### src/rtl/core/sfcc_pkg.sv
// Package with shared types, constants and the CRC-8 byte function of the frame checker.
`timescale 1ns / 1ps

package sfcc_pkg;

  localparam logic [7:0] CRC_INIT = 8'hFF;
  localparam logic [7:0] CRC_POLY = 8'h31;
  localparam logic [7:0] FAIL_MAX = 8'hFF;

  // Position of a byte inside its three-byte word group.
  typedef enum logic [2:0] {
    SLOT_HIGH = 3'b001,
    SLOT_LOW  = 3'b010,
    SLOT_CRC  = 3'b100
  } slot_e;

  typedef struct packed {
    logic [15:0] word_value;
    logic [1:0]  word_index;
    logic        crc_ok;
    logic        frame_last;
    logic        restart_request;
    logic [7:0]  fail_count;
  } result_t;

  // One byte of the MSB-first CRC-8 with polynomial 0x31.
  function automatic logic [7:0] crc_byte(input logic [7:0] crc_in, input logic [7:0] data);
    logic [7:0] crc;
    crc = crc_in ^ data;
    for (int i = 0; i < 8; i++) begin
      if (crc[7]) begin
        crc = {crc[6:0], 1'b0} ^ CRC_POLY;
      end else begin
        crc = {crc[6:0], 1'b0};
      end
    end
    return crc;
  endfunction

endpackage

### src/rtl/core/sfcc_frame_core.sv
// Frame position tracking, running CRC, word assembly and failed-frame counting.
`timescale 1ns / 1ps

module sfcc_frame_core #(
  parameter int WORDS_PER_FRAME = 3
) (
  input  logic                 clk_i,
  input  logic                 rst_ni,
  input  logic                 fire_i,
  input  logic [7:0]           rx_byte_i,
  input  logic                 frame_start_i,
  input  logic [7:0]           threshold_i,
  output logic                 res_valid_o,
  output sfcc_pkg::result_t    res_o
);

  localparam int IDX_W = $clog2(WORDS_PER_FRAME + 1);
  localparam logic [IDX_W-1:0] IDX_DONE = IDX_W'(WORDS_PER_FRAME);
  localparam logic [IDX_W-1:0] IDX_LAST = IDX_W'(WORDS_PER_FRAME - 1);

  sfcc_pkg::slot_e  slot_q, slot_d, slot_cur;
  logic [IDX_W-1:0] widx_q, widx_d, widx_cur;
  logic             failed_q, failed_d, failed_cur;
  logic [7:0]       count_q, count_d;
  logic [15:0]      word_q, word_d;
  logic [7:0]       crc_q, crc_d;
  logic [IDX_W+1:0] widx_ext;
  logic             active;
  logic             ok;
  logic             last;
  logic [7:0]       count_inc;

  // A frame start restarts position and failure status for this very byte.
  assign slot_cur   = frame_start_i ? sfcc_pkg::SLOT_HIGH : slot_q;
  assign widx_cur   = frame_start_i ? '0 : widx_q;
  assign failed_cur = frame_start_i ? 1'b0 : failed_q;
  assign active     = !failed_cur && (widx_cur != IDX_DONE);
  assign ok         = (crc_q == rx_byte_i);
  assign last       = (widx_cur == IDX_LAST);
  assign count_inc  = (count_q == sfcc_pkg::FAIL_MAX) ? count_q : count_q + 8'd1;
  assign widx_ext   = {2'b00, widx_cur};

  always_comb begin
    slot_d      = slot_cur;
    widx_d      = widx_cur;
    failed_d    = failed_cur;
    count_d     = count_q;
    word_d      = word_q;
    crc_d       = crc_q;
    res_valid_o = 1'b0;
    res_o.word_value      = word_q;
    res_o.word_index      = widx_ext[1:0];
    res_o.crc_ok          = ok;
    res_o.frame_last      = 1'b0;
    res_o.restart_request = 1'b0;
    res_o.fail_count      = count_q;
    if (active) begin
      case (slot_cur)
        sfcc_pkg::SLOT_HIGH: begin
          word_d = {rx_byte_i, 8'h00};
          crc_d  = sfcc_pkg::crc_byte(sfcc_pkg::CRC_INIT, rx_byte_i);
          slot_d = sfcc_pkg::SLOT_LOW;
        end
        sfcc_pkg::SLOT_LOW: begin
          word_d = {word_q[15:8], rx_byte_i};
          crc_d  = sfcc_pkg::crc_byte(crc_q, rx_byte_i);
          slot_d = sfcc_pkg::SLOT_CRC;
        end
        sfcc_pkg::SLOT_CRC: begin
          res_valid_o = 1'b1;
          slot_d      = sfcc_pkg::SLOT_HIGH;
          widx_d      = widx_cur + IDX_W'(1);
          if (ok) begin
            res_o.frame_last = last;
            if (last) begin
              count_d = '0;
            end
          end else begin
            res_o.frame_last = 1'b1;
            failed_d         = 1'b1;
            count_d          = count_inc;
            if (count_inc > threshold_i) begin
              res_o.restart_request = 1'b1;
              count_d               = '0;
            end
          end
          res_o.fail_count = count_d;
        end
        default: begin
          slot_d = sfcc_pkg::SLOT_HIGH;
        end
      endcase
    end
  end

  always_ff @(posedge clk_i or negedge rst_ni) begin
    if (!rst_ni) begin
      slot_q   <= sfcc_pkg::SLOT_HIGH;
      widx_q   <= '0;
      failed_q <= 1'b0;
      count_q  <= '0;
    end else if (fire_i) begin
      slot_q   <= slot_d;
      widx_q   <= widx_d;
      failed_q <= failed_d;
      count_q  <= count_d;
    end
  end

  always_ff @(posedge clk_i) begin
    if (fire_i) begin
      word_q <= word_d;
      crc_q  <= crc_d;
    end
  end

endmodule
### config.mk
export PLATFORM = sky130hd
export DESIGN_NAME = sfcc_frame_core
export DESIGN_NICKNAME = d
export VERILOG_FILES = /design/src/rtl/core/sfcc_pkg.sv /design/src/rtl/core/sfcc_frame_core.sv
export SDC_FILE = /design/constraint.sdc
export NUM_CORES = 1
export LEC_CHECK = 0
export ABC_AREA = 0
export BUFFER_PORTS_ARGS = -buffer_cell sky130_fd_sc_hd__buf_2
export CORE_MARGIN = 2
export CORE_UTILIZATION = 45
export DETAILED_ROUTE_END_ITERATION = 6
export PLACE_DENSITY = 0.78
export SLEW_MARGIN = 20
export SYNTH_ARGS = -nofsm -noshare
export SYNTH_HDL_FRONTEND = slang
export SYNTH_SLANG_ARGS = --single-unit
### constraint.sdc
create_clock -name clk_i -period 10.8 [get_ports clk_i]
set_clock_uncertainty 0.1 [all_clocks]
set_input_delay 2.16 -clock clk_i [delete_from_list [all_inputs] [get_ports clk_i]]
set_output_delay 2.16 -clock clk_i [all_outputs]
set_load 0.05 [all_outputs]
After elaboration in Yosys (flattened, before gate mapping)
Index checks and enable logic that the tools add are counted.

Input port bits: 20. Output and inout bits: 30. Word-level logic and storage cells: 109. Bits in registers: 38.

Reductions and logical operators: 6. Mux-type cells: 67. Bitwise gates (word level): 19. Equality and inequality tests: 7. Add/subtract/negate cells: 2. Magnitude comparators: 1.

Operators by type and width (number): 8-bit two-way mux (32); 6-bit two-way mux (16); 3-bit NOT (16); 16-bit one-hot mux with 2 select lines (1); 10-bit two-way mux (2); 8-bit one-hot mux with 2 select lines (1); 1-bit two-way mux (9); 8-bit by 1-bit adder with 8-bit output (second input constant) (1); 8-bit == test (1); 8-bit == test (second input constant) (1); 8-bit > comparator (1); 8-bit NOT (1); 8-bit bitwise XOR (1); 2-bit two-way mux (3); 3-bit two-way mux (2); 3-bit one-hot mux with 2 select lines (1); 3-bit AND reduction (2); 4-bit AND reduction (1); 3-bit by 1-bit == test with 1-bit output (second input constant) (1); 3-bit by 2-bit == test with 1-bit output (second input constant) (1); 3-bit == test (second input constant) (1); 2-bit by 1-bit adder with 2-bit output (second input constant) (1); 2-bit == test (second input constant) (1); 2-bit inequality test (second input constant) (1); 4 further kinds (4).

Logic depth before layout (Yosys ltp)
Gate-level depths: netlist (run 1).

Depth after elaboration: 32. Depth in mapped cells: 13. Mapped depth without buffers: 11.

Worst setup path before layout (run 1)
OpenSTA, ideal clock, no wires.

Path kind: input to output. Start: input port frame_start_i. End: output port res_o[0] (netlist bit). Required time: 8.540 ns. Arrival: 4.917 ns. Path buffers: 2. Setup slack: 3.623 ns. Stages: 11. Cell sequence: buf_2 -> inv_1 -> nand2_1 -> inv_1 -> ha_1 -> nor2_1 -> and3_1 -> buf_4 -> nor3b_1 -> a21oi_1 -> o31ai_1.

RTL lines: start: declaration (RTL line sfcc_frame_core.sv:11) `input logic frame_start_i,`; end: declaration (RTL line sfcc_frame_core.sv:14) `output sfcc_pkg::result_t res_o`.

==> metrics.cfg, run 1 <==
[min_path]
hold_path_end=widx_q[1]
whs_path_depth=2
hold_class=reg2reg
min_from=widx_q[1]

[synthesis]
synth_flop_cell=edfxtp_1
synthesis.area_um2=2630
synth-seq-cells=38
synth_top_cell_by_area=edfxtp_1
synthTopCellsByCount=nand2_1 (30), xnor2_1 (25), edfxtp_1 (24)
postSynth.asyncResetShare_pct=36.8
synth_nets=287
netlist_top_cells_area=edfxtp_1 (27%), dfrtp_1 (12%), xnor2_1 (8.3%), ha_1 (5.2%), and2_1 (4.3%)
ys_seq_area_share_pct=40.8
ys_warn_count=0
synthCells=256
synth_top_area_share_pct=27.5
synth_most_common_cell=nand2_1
postSynthAreaPerCell_um2=10.3
synth_edf_count=24
ys_types=46

[placement]
port-buffer-count=49
pre_cts_slack_ns=4.38
place.detailed.hpwl_mm=4.08
place_congestion=0.915

[power_and_ir_drop]
ir_worst_vdd_v=0.0000932
powerDensity_nw_per_um2=170
p_leak_nw=1.37

[critical_path]
crit_family=simple AND/OR/NAND/NOR gates
worstReg2RegStart=count_q[0]
cp.arrival_ns=4.18
cpMaxStageDelayCell=and3_1
path_buf_inv=4
end_kind=primary output
slowest_delay_ns=0.47
start_kind=input port
reg2reg_slack_ns=7.38
r2r-end=count_q[4]
cp.depth=11
critPathKind=in2out
crit_fanout=9
path_cells=buf_2 > inv_1 > nand2_1 > inv_1 > ha_1 > nor2_1 > and3_1 > nor3b_1 > a21oi_1 > o31ai_1 > buf_2
required_ns=8.54
worst-r2r-cell-count=11

[global_route]
grt_start_max_net_pins=18
overflow=0
grt_pass1_vias=1934
grt_antenna_before_repair=0
grt_pass1_wl_mm=8.98
grt_usage_pct=18.1

[routing]
firstDrtPassIters=4
finalWirelength_mm=5.30
drtAntennaViolNets=0
drc=0
drt-initial-drc-count=58
wire_per_inst_um=14.2
avgViaCountPerCell=5.18
vias=1936

[cts]
cts_made_buffers=5
clk-insertion-delay-late_ns=0.29
holdBufCountCts=0
post-cts-setup-buffers=0
clockRootBuffer=clkbuf_8
cts_tree=yes
clk_path_buf_depth=2
clk_pin_slew_worst_paths_ns=0.08
htree_levels=2
cts_sinks=38
cts_resized=0

[job]
max_cap_viol_count=0

[die]
core_area_um2=5570
fp-row-count=27
die_h_um=80.4
die_w_um=80.4
dieArea_um2=6460
start_util_pct=47.1
pin_count=50

[timing]
hold_viol_final=0
fmax_mhz=155
setup_tns_ns=0
holdWs_ns=0.395
worst_slew_pin_slew_ns=0.780
drv_slew=0
fin_crit_ns=6.44
rsz0062_at_grt=no
post-route-period-util_pct=59.7
setup_viol_count_final=0
slew_headroom_pct=48.0
worst_slack_ns=4.36

[layout]
drive_gt1_share_pct=25.8
area_delta_synth_final_pct=15.7
antenna_cells=0
final_core_util_pct=54.5
fin_nets=332
filler_cell_count=486

[run_status]
status=finished clean

[state kept, by name (all words and copies together), names as in the netlist]
register	cells
word_q	16
widx_q	2
slot_q	3
failed_q	1
count_q	8
crc_q	8
[power breakdown]
group	leakage [nW]	switching [W]	total [W]	internal (W)
clock network	0.0683	0.0000548	0.000147	0.0000926
registers	0.418	0.0000158	0.000194	0.000178
logic	0.886	0.000109	0.000175	0.0000660
total	1.37	0.000179	0.000515	0.000336
[worst max-delay path by stage]
stage | slack [ns] | endpoint | from
5_1_grt | 4.14 | res_o[0] | frame_start_i
6_report | 4.36 | res_o[0] | frame_start_i
4_1_cts | 4.35 | res_o[0] | frame_start_i
2_1_floorplan | 3.62 | res_o[0] | frame_start_i
3_3_place_gp | 4.49 | res_o[0] | frame_start_i
3_5_place_dp | 4.38 | res_o[0] | frame_start_i
[worst reg2reg max path: cells and delay by family (launching register included)]
kind / cells / cell delay, ns
AOI/OAI and AO/OA: 4 / 1.04
DFF: 1 / 0.51
and+or+nand+nor: 3 / 0.63
buffers and inverters: 1 / 0.08
muxes: 1 / 0.38
adders and majority gates: 2 / 0.55
[placed cells by master, fill, tap and decap left out, types with 6 or more instances in the layout]
| cell type | count |
|---|---|
| buf_2 | 49 |
| nand2_1 | 30 |
| xnor2_1 | 25 |
| edfxtp_1 | 24 |
| and2_1 | 18 |
| inv_1 | 17 |
| dfrtp_1 | 13 |
| nor2_1 | 12 |
| ha_1 | 11 |
| xor2_1 | 9 |
| a21oi_1 | 9 |
| o31ai_1 | 9 |
| o31ai_2 | 7 |
| o21ai_1 | 6 |
[layout make-up]
cell class | count | area, um2 | area share [%]
Multi-Input combinational cell | 187 | 1410 | 46.4
Sequential cell | 38 | 1070 | 35.3
Timing Repair Buffer | 51 | 260 | 8.57
Tap cell | 72 | 90.1 | 2.97
Clock buffer | 5 | 68.8 | 2.27
Clock inverter | 3 | 68.8 | 2.27
Inverter | 18 | 67.6 | 2.22
[per-stage QoR]
step / std cells / instance area (um2) / total power, W
after global placement: 366 / 2900 / 0.000365
after detailed placement: 366 / 2900 / 0.000372
after global routing: 374 / 3040 / 0.000543
after floorplan: 256 / 2630 / 0.000336
after CTS: 374 / 3040 / 0.000521
final: 374 / 3040 / 0.000515
[kinds of logic (layout without fill, tap and decap cells)]
kind of cell	Yosys count	count (layout)	share of synthesized area, %
AO/OA/AOI/OAI	45	45	14.0
XOR/XNOR	39	39	14.7
adder cells (fa/ha/maj)	11	11	5.24
buffers and inverters	31	77	5.43
flip-flops	38	38	40.8
multiplexers	4	4	1.53
AND/OR/NAND/NOR	88	88	18.2
[routing by layer]
metal	track usage, %	part of all wire [%]	vias to the layer above	routed length (um)
li1	-	-	974	-
met1	22.5	44	920	2360
met2	31.7	51	38	2700
met3	3.60	3.5	4	186
met4	5.08	0.96	0	51
met5	0	0	-	0
Note: power is estimated with default switching activity, not from simulation.
==> run 2, diff against run 1 <==
--- a/config.mk
+++ b/config.mk
@@ -10,7 +10,7 @@
 export CORE_MARGIN = 2
 export CORE_UTILIZATION = 45
 export DETAILED_ROUTE_END_ITERATION = 6
-export PLACE_DENSITY = 0.78
+export PLACE_DENSITY = 0.81
 export SLEW_MARGIN = 20
 export SYNTH_ARGS = -nofsm -noshare
 export SYNTH_HDL_FRONTEND = slang
==> constraint.sdc (replaced) <==
create_clock -name clk_i -period 5.7 [get_ports clk_i]
set_clock_uncertainty 0.1 [all_clocks]
set_input_delay 1.14 -clock clk_i [delete_from_list [all_inputs] [get_ports clk_i]]
set_output_delay 1.14 -clock clk_i [all_outputs]
set_load 0.05 [all_outputs]
==> metrics.cfg, run 2 (same netlist as run 1, synthesis figures left out) <==
[cts]
holdBufCountCts=0
clockRootBuffer=clkbuf_8
htree_levels=2
cts_sinks=38
cts_resized=0
clk_path_buf_depth=2
post-cts-setup-buffers=0
clk_pin_slew_worst_paths_ns=0.07
cts_made_buffers=5
cts_tree=yes
clk-insertion-delay-late_ns=0.29

[routing]
wire_per_inst_um=13.7
drt-met1-wl_mm=2.43
avgViaCountPerCell=5.21
top_layer_used=met4
met3WireLength_um=188
finalWirelength_mm=5.11
drc=0
drt-initial-drc-count=69
firstDrtPassIters=4
drtAntennaViolNets=0
vias=1948
met2RoutedLength_mm=2.40

[critical_path]
reg2reg_slack_ns=2.36
worst-r2r-cell-count=11
crit_fanout=17
end_kind=primary output
worstReg2RegStart=count_q[0]
cp.arrival_ns=3.73
required_ns=4.46
critPathKind=reg2out
r2r-end=count_q[0]
start_kind=flop

[die]
dieArea_um2=6460
fp-row-count=27
die_w_um=80.4
die_h_um=80.4
start_util_pct=47.1
core_area_um2=5570
pin_count=50

[layout]
drive_gt1_share_pct=24.8
filler_cell_count=514
final_common_cell=buf_2
regArea_um2=1070
largest_register_ffs=16
final_cell_mix=buf_2 (49), nand2_1 (30), xnor2_1 (25)
largestRegisters=word_q: 16 flops, count_q: 8 flops, crc_q: 8 flops
regMostFlops=word_q
multi_input_area_um2=1410
area_delta_synth_final_pct=13.5
antenna_cells=0
fin_nets=332

[global_route]
grt_usage_pct=17.0
overflow=0
grt_start_max_net_pins=18
grt_pass1_vias=1811
grt_pass1_wl_mm=8.43
grt_antenna_before_repair=0

[min_path]
whs_path_depth=2
min_from=widx_q[1]
hold_class=reg2reg
hold_path_end=widx_q[1]

[timing]
fin_crit_ns=4.97
post-route-period-util_pct=87.2
worst_slew_pin_slew_ns=0.774
setup_viol_count_final=0
slew_headroom_pct=48.4
rsz0062_at_grt=no
hold_viol_final=0
setup_tns_ns=0
drv_slew=0
fmax_mhz=201

[placement]
place_congestion=0.938
place.detailed.hpwl_mm=3.85
port-buffer-count=49

[run_status]
status=finished clean

[job]
max_cap_viol_count=0

[power_and_ir_drop]
finalPower_w=0.000870
ir_worst_vdd_v=0.000148
p_leak_nw=1.34
powerDensity_nw_per_um2=292

run 2: where the power goes:
| group | internal (W) | switching [W] | leakage [nW] |
|---|---|---|---|
| registers | 0.000337 | 0.0000280 | 0.418 |
| clock network | 0.0000817 | 0.0000913 | 0.0407 |
| logic | 0.000125 | 0.000208 | 0.886 |
run 2: worst max path at each step:
stage                   from       end  slack, ns
2_1_floorplan  frame_start_i  res_o[0]       0.56
3_3_place_gp      count_q[0]  res_o[8]       1.20
3_5_place_dp      count_q[0]  res_o[8]       1.07
4_1_cts           count_q[0]  res_o[8]       0.73
5_1_grt           count_q[0]  res_o[8]       0.50
6_report          count_q[0]  res_o[6]       0.73
run 2: critical path: stages (launching register included):
cell	delay (ns)
dfrtp_1	0.49
ha_1	0.23
nand3_1	0.10
nor2_1	0.36
mux2i_1	0.37
inv_1	0.08
ha_1	0.29
nor2b_1	0.13
o211ai_1	0.15
a21oi_1	0.08
o31a_1	0.49
o31ai_1	0.35
buf_2	0.31
run 2: cell type report:
class	count	area share, %
Clock buffer	5	2.31
Clock inverter	3	0.378
Inverter	18	2.27
Multi-Input combinational cell	187	47.3
Sequential cell	38	36.0
Tap cell	72	3.02
Timing Repair Buffer	51	8.73
run 2: metal layers:
metal / GRT usage (%) / vias up
met2: 27.1 / 38
met3: 3.26 / 7
met4: 6.95 / 0
met1: 22.8 / 931
li1: - / 972
met5: 0 / -
run 2: stage by stage:
stage | worst slack [ns] | hold slack (ns) | std cells | util, % | cell area, um2
6_report | 0.727 | 0.384 | 374 | 53.5 | 2980
3_5_place_dp | 1.07 | 0.373 | 366 | 52.0 | 2900
2_1_floorplan | 0.563 | 0.342 | 256 | - | 2630
4_1_cts | 0.730 | 0.389 | 374 | 53.5 | 2980
3_3_place_gp | 1.20 | 0.355 | 366 | 52.0 | 2900
5_1_grt | 0.495 | 0.431 | 374 | 53.5 | 2980
==> run 3, diff against run 2 <==
--- a/config.mk
+++ b/config.mk
@@ -6,11 +6,11 @@
 export NUM_CORES = 1
 export LEC_CHECK = 0
 export ABC_AREA = 0
-export BUFFER_PORTS_ARGS = -buffer_cell sky130_fd_sc_hd__buf_2
+export BUFFER_PORTS_ARGS = -buffer_cell sky130_fd_sc_hd__buf_4
 export CORE_MARGIN = 2
-export CORE_UTILIZATION = 45
+export CORE_UTILIZATION = 50
 export DETAILED_ROUTE_END_ITERATION = 6
-export PLACE_DENSITY = 0.81
+export PLACE_DENSITY = 0.87
 export SLEW_MARGIN = 20
 export SYNTH_ARGS = -nofsm -noshare
 export SYNTH_HDL_FRONTEND = slang
==> metrics.cfg, run 3 (same netlist as run 1, synthesis figures left out) <==
[routing]
vias=1967
finalWirelength_mm=5.33
drc=0
wire_per_inst_um=14.3
drtAntennaViolNets=0
firstDrtPassIters=4
drt-initial-drc-count=184
avgViaCountPerCell=5.29

[die]
fp-row-count=26
pin_count=50
die_h_um=76.5
start_util_pct=51.7
core_area_um2=5070
die_w_um=76.5
dieArea_um2=5850

[power_and_ir_drop]
switching_power_w=0.000334
ir_worst_vdd_v=0.000179
powerDensity_nw_per_um2=288
intPower_w=0.000560
p_sw_share_pct=37.4
pwr-share-clk_pct=20.3
seqPwrFrac_pct=40.9
p_leak_nw=1.37
p_comb_share_pct=38.8

[placement]
port-buffer-count=49
pre_cts_slack_ns=1.11
place.detailed.hpwl_mm=4.02
dp.cells=364
place_congestion=0.801

[timing]
fin_crit_ns=4.90
setup_viol_count_final=0
slew_headroom_pct=45.6
worst_slew_pin_slew_ns=0.815
holdWs_ns=0.381
fmax_mhz=204
hold_viol_final=0
post-route-period-util_pct=86.0
rsz0062_at_grt=no
setup_tns_ns=0
worst_slack_ns=0.799
drv_slew=0

[cts]
cts_made_buffers=5
clockRootBuffer=clkbuf_8
cts_resized=0
cts_tree=yes
clk-insertion-delay-late_ns=0.29
clk_path_buf_depth=2
htree_levels=2
clk_pin_slew_worst_paths_ns=0.08
holdBufCountCts=0
post-cts-setup-buffers=0
cts_sinks=38

[layout]
fin_nets=332
final_cell_mix=buf_4 (51), nand2_1 (30), xnor2_1 (25)
final_core_util_pct=61.2
largestRegisters=word_q: 16 flops, count_q: 8 flops, crc_q: 8 flops
largest_register_ffs=16
drive_gt1_share_pct=25.5
area_delta_synth_final_pct=18.3
antenna_cells=0
regMostFlops=word_q
finalNonFillerCells=372
final_common_cell=buf_4

[critical_path]
crit_fanout=17
path_common_cell=ha_1
path_cells=ha_1 > nand3_1 > nor2_1 > mux2i_1 > inv_1 > ha_1 > nor2b_1 > o211ai_1 > a21oi_1 > o31a_1 > and3b_1 > buf_4
required_ns=4.46
cp.arrival_ns=3.66
start_kind=flop
critPathKind=reg2out
slowest_delay_ns=0.67
end_kind=primary output
cpMaxStageDelayCell=o31a_1

[global_route]
overflow=0
grt_antenna_before_repair=0
grt_pass1_wl_mm=9.05
grt_usage_pct=19.2
grt_pass1_vias=1932
grt_start_max_net_pins=18

[min_path]
hold_class=reg2reg

[job]
max_cap_viol_count=0

[run_status]
status=finished clean

==> run 3: per-stage QoR <==
stage | instance area [um2] | total power, W
6_report | 3110 | 0.000895
5_1_grt | 3110 | 0.000943
4_1_cts | 3110 | 0.000898
3_5_place_dp | 3020 | 0.000718
3_3_place_gp | 3020 | 0.000705
2_1_floorplan | 2630 | 0.000636
==> run 3: final timing paths <==
| check | start | to | slack [ns] | cells past startpoint |
|---|---|---|---|---|
| hold reg to reg | widx_q[1] | widx_q[1] | 0.38 | 2 |
| setup / recovery | count_q[0] | res_o[8] | 0.80 | 12 |
| hold / removal | widx_q[1] | widx_q[1] | 0.38 | 2 |
| setup reg to reg | count_q[0] | count_q[0] | 2.39 | 11 |
| max in group asynchronous | rst_ni | slot_q[0] | 4.67 | 1 |
| min in group asynchronous | rst_ni | count_q[6] | 0.59 | 1 |
==> run 3: critical path, delay by kind of cell, from the launching register on <==
| kind | cells | cell delay (ns) |
|---|---|---|
| buf+inv | 2 | 0.28 |
| compound gates | 3 | 0.88 |
| fa+ha+maj | 2 | 0.52 |
| simple gates | 4 | 0.84 |
| flops | 1 | 0.49 |
| mux | 1 | 0.36 |
==> run 3: per-layer routing <==
metal	wire (um)	vias to the layer above	global-route usage (%)	share of wire [%]
met5	0	-	0	0
met4	41	0	4.18	0.77
met3	297	4	3.55	5.6
met2	2640	57	32.8	50
met1	2340	937	25.5	44
li1	-	969	-	-
==> run 3: power by group through the flow <==
| stage | Combinational (W) | Clock [W] | Sequential (W) |
|---|---|---|---|
| final | 0.000347 | 0.000181 | 0.000366 |
| after global routing | 0.000378 | 0.000194 | 0.000371 |
| after CTS | 0.000350 | 0.000182 | 0.000366 |
| after detailed placement | 0.000346 | 0 | 0.000372 |
| after global placement | 0.000336 | 0 | 0.000369 |
| after floorplan | 0.000238 | 0 | 0.000398 |
==> run 3: final cells by class <==
class                      instances  area, um2
clock buffer                       5       68.8
clock inverter                     3       16.3
fill                             443       1970
inverter                          18       67.6
multi-input combinational        187       1410
sequential                        38       1070
tap                               70       87.6
timing repair buffer              51        383
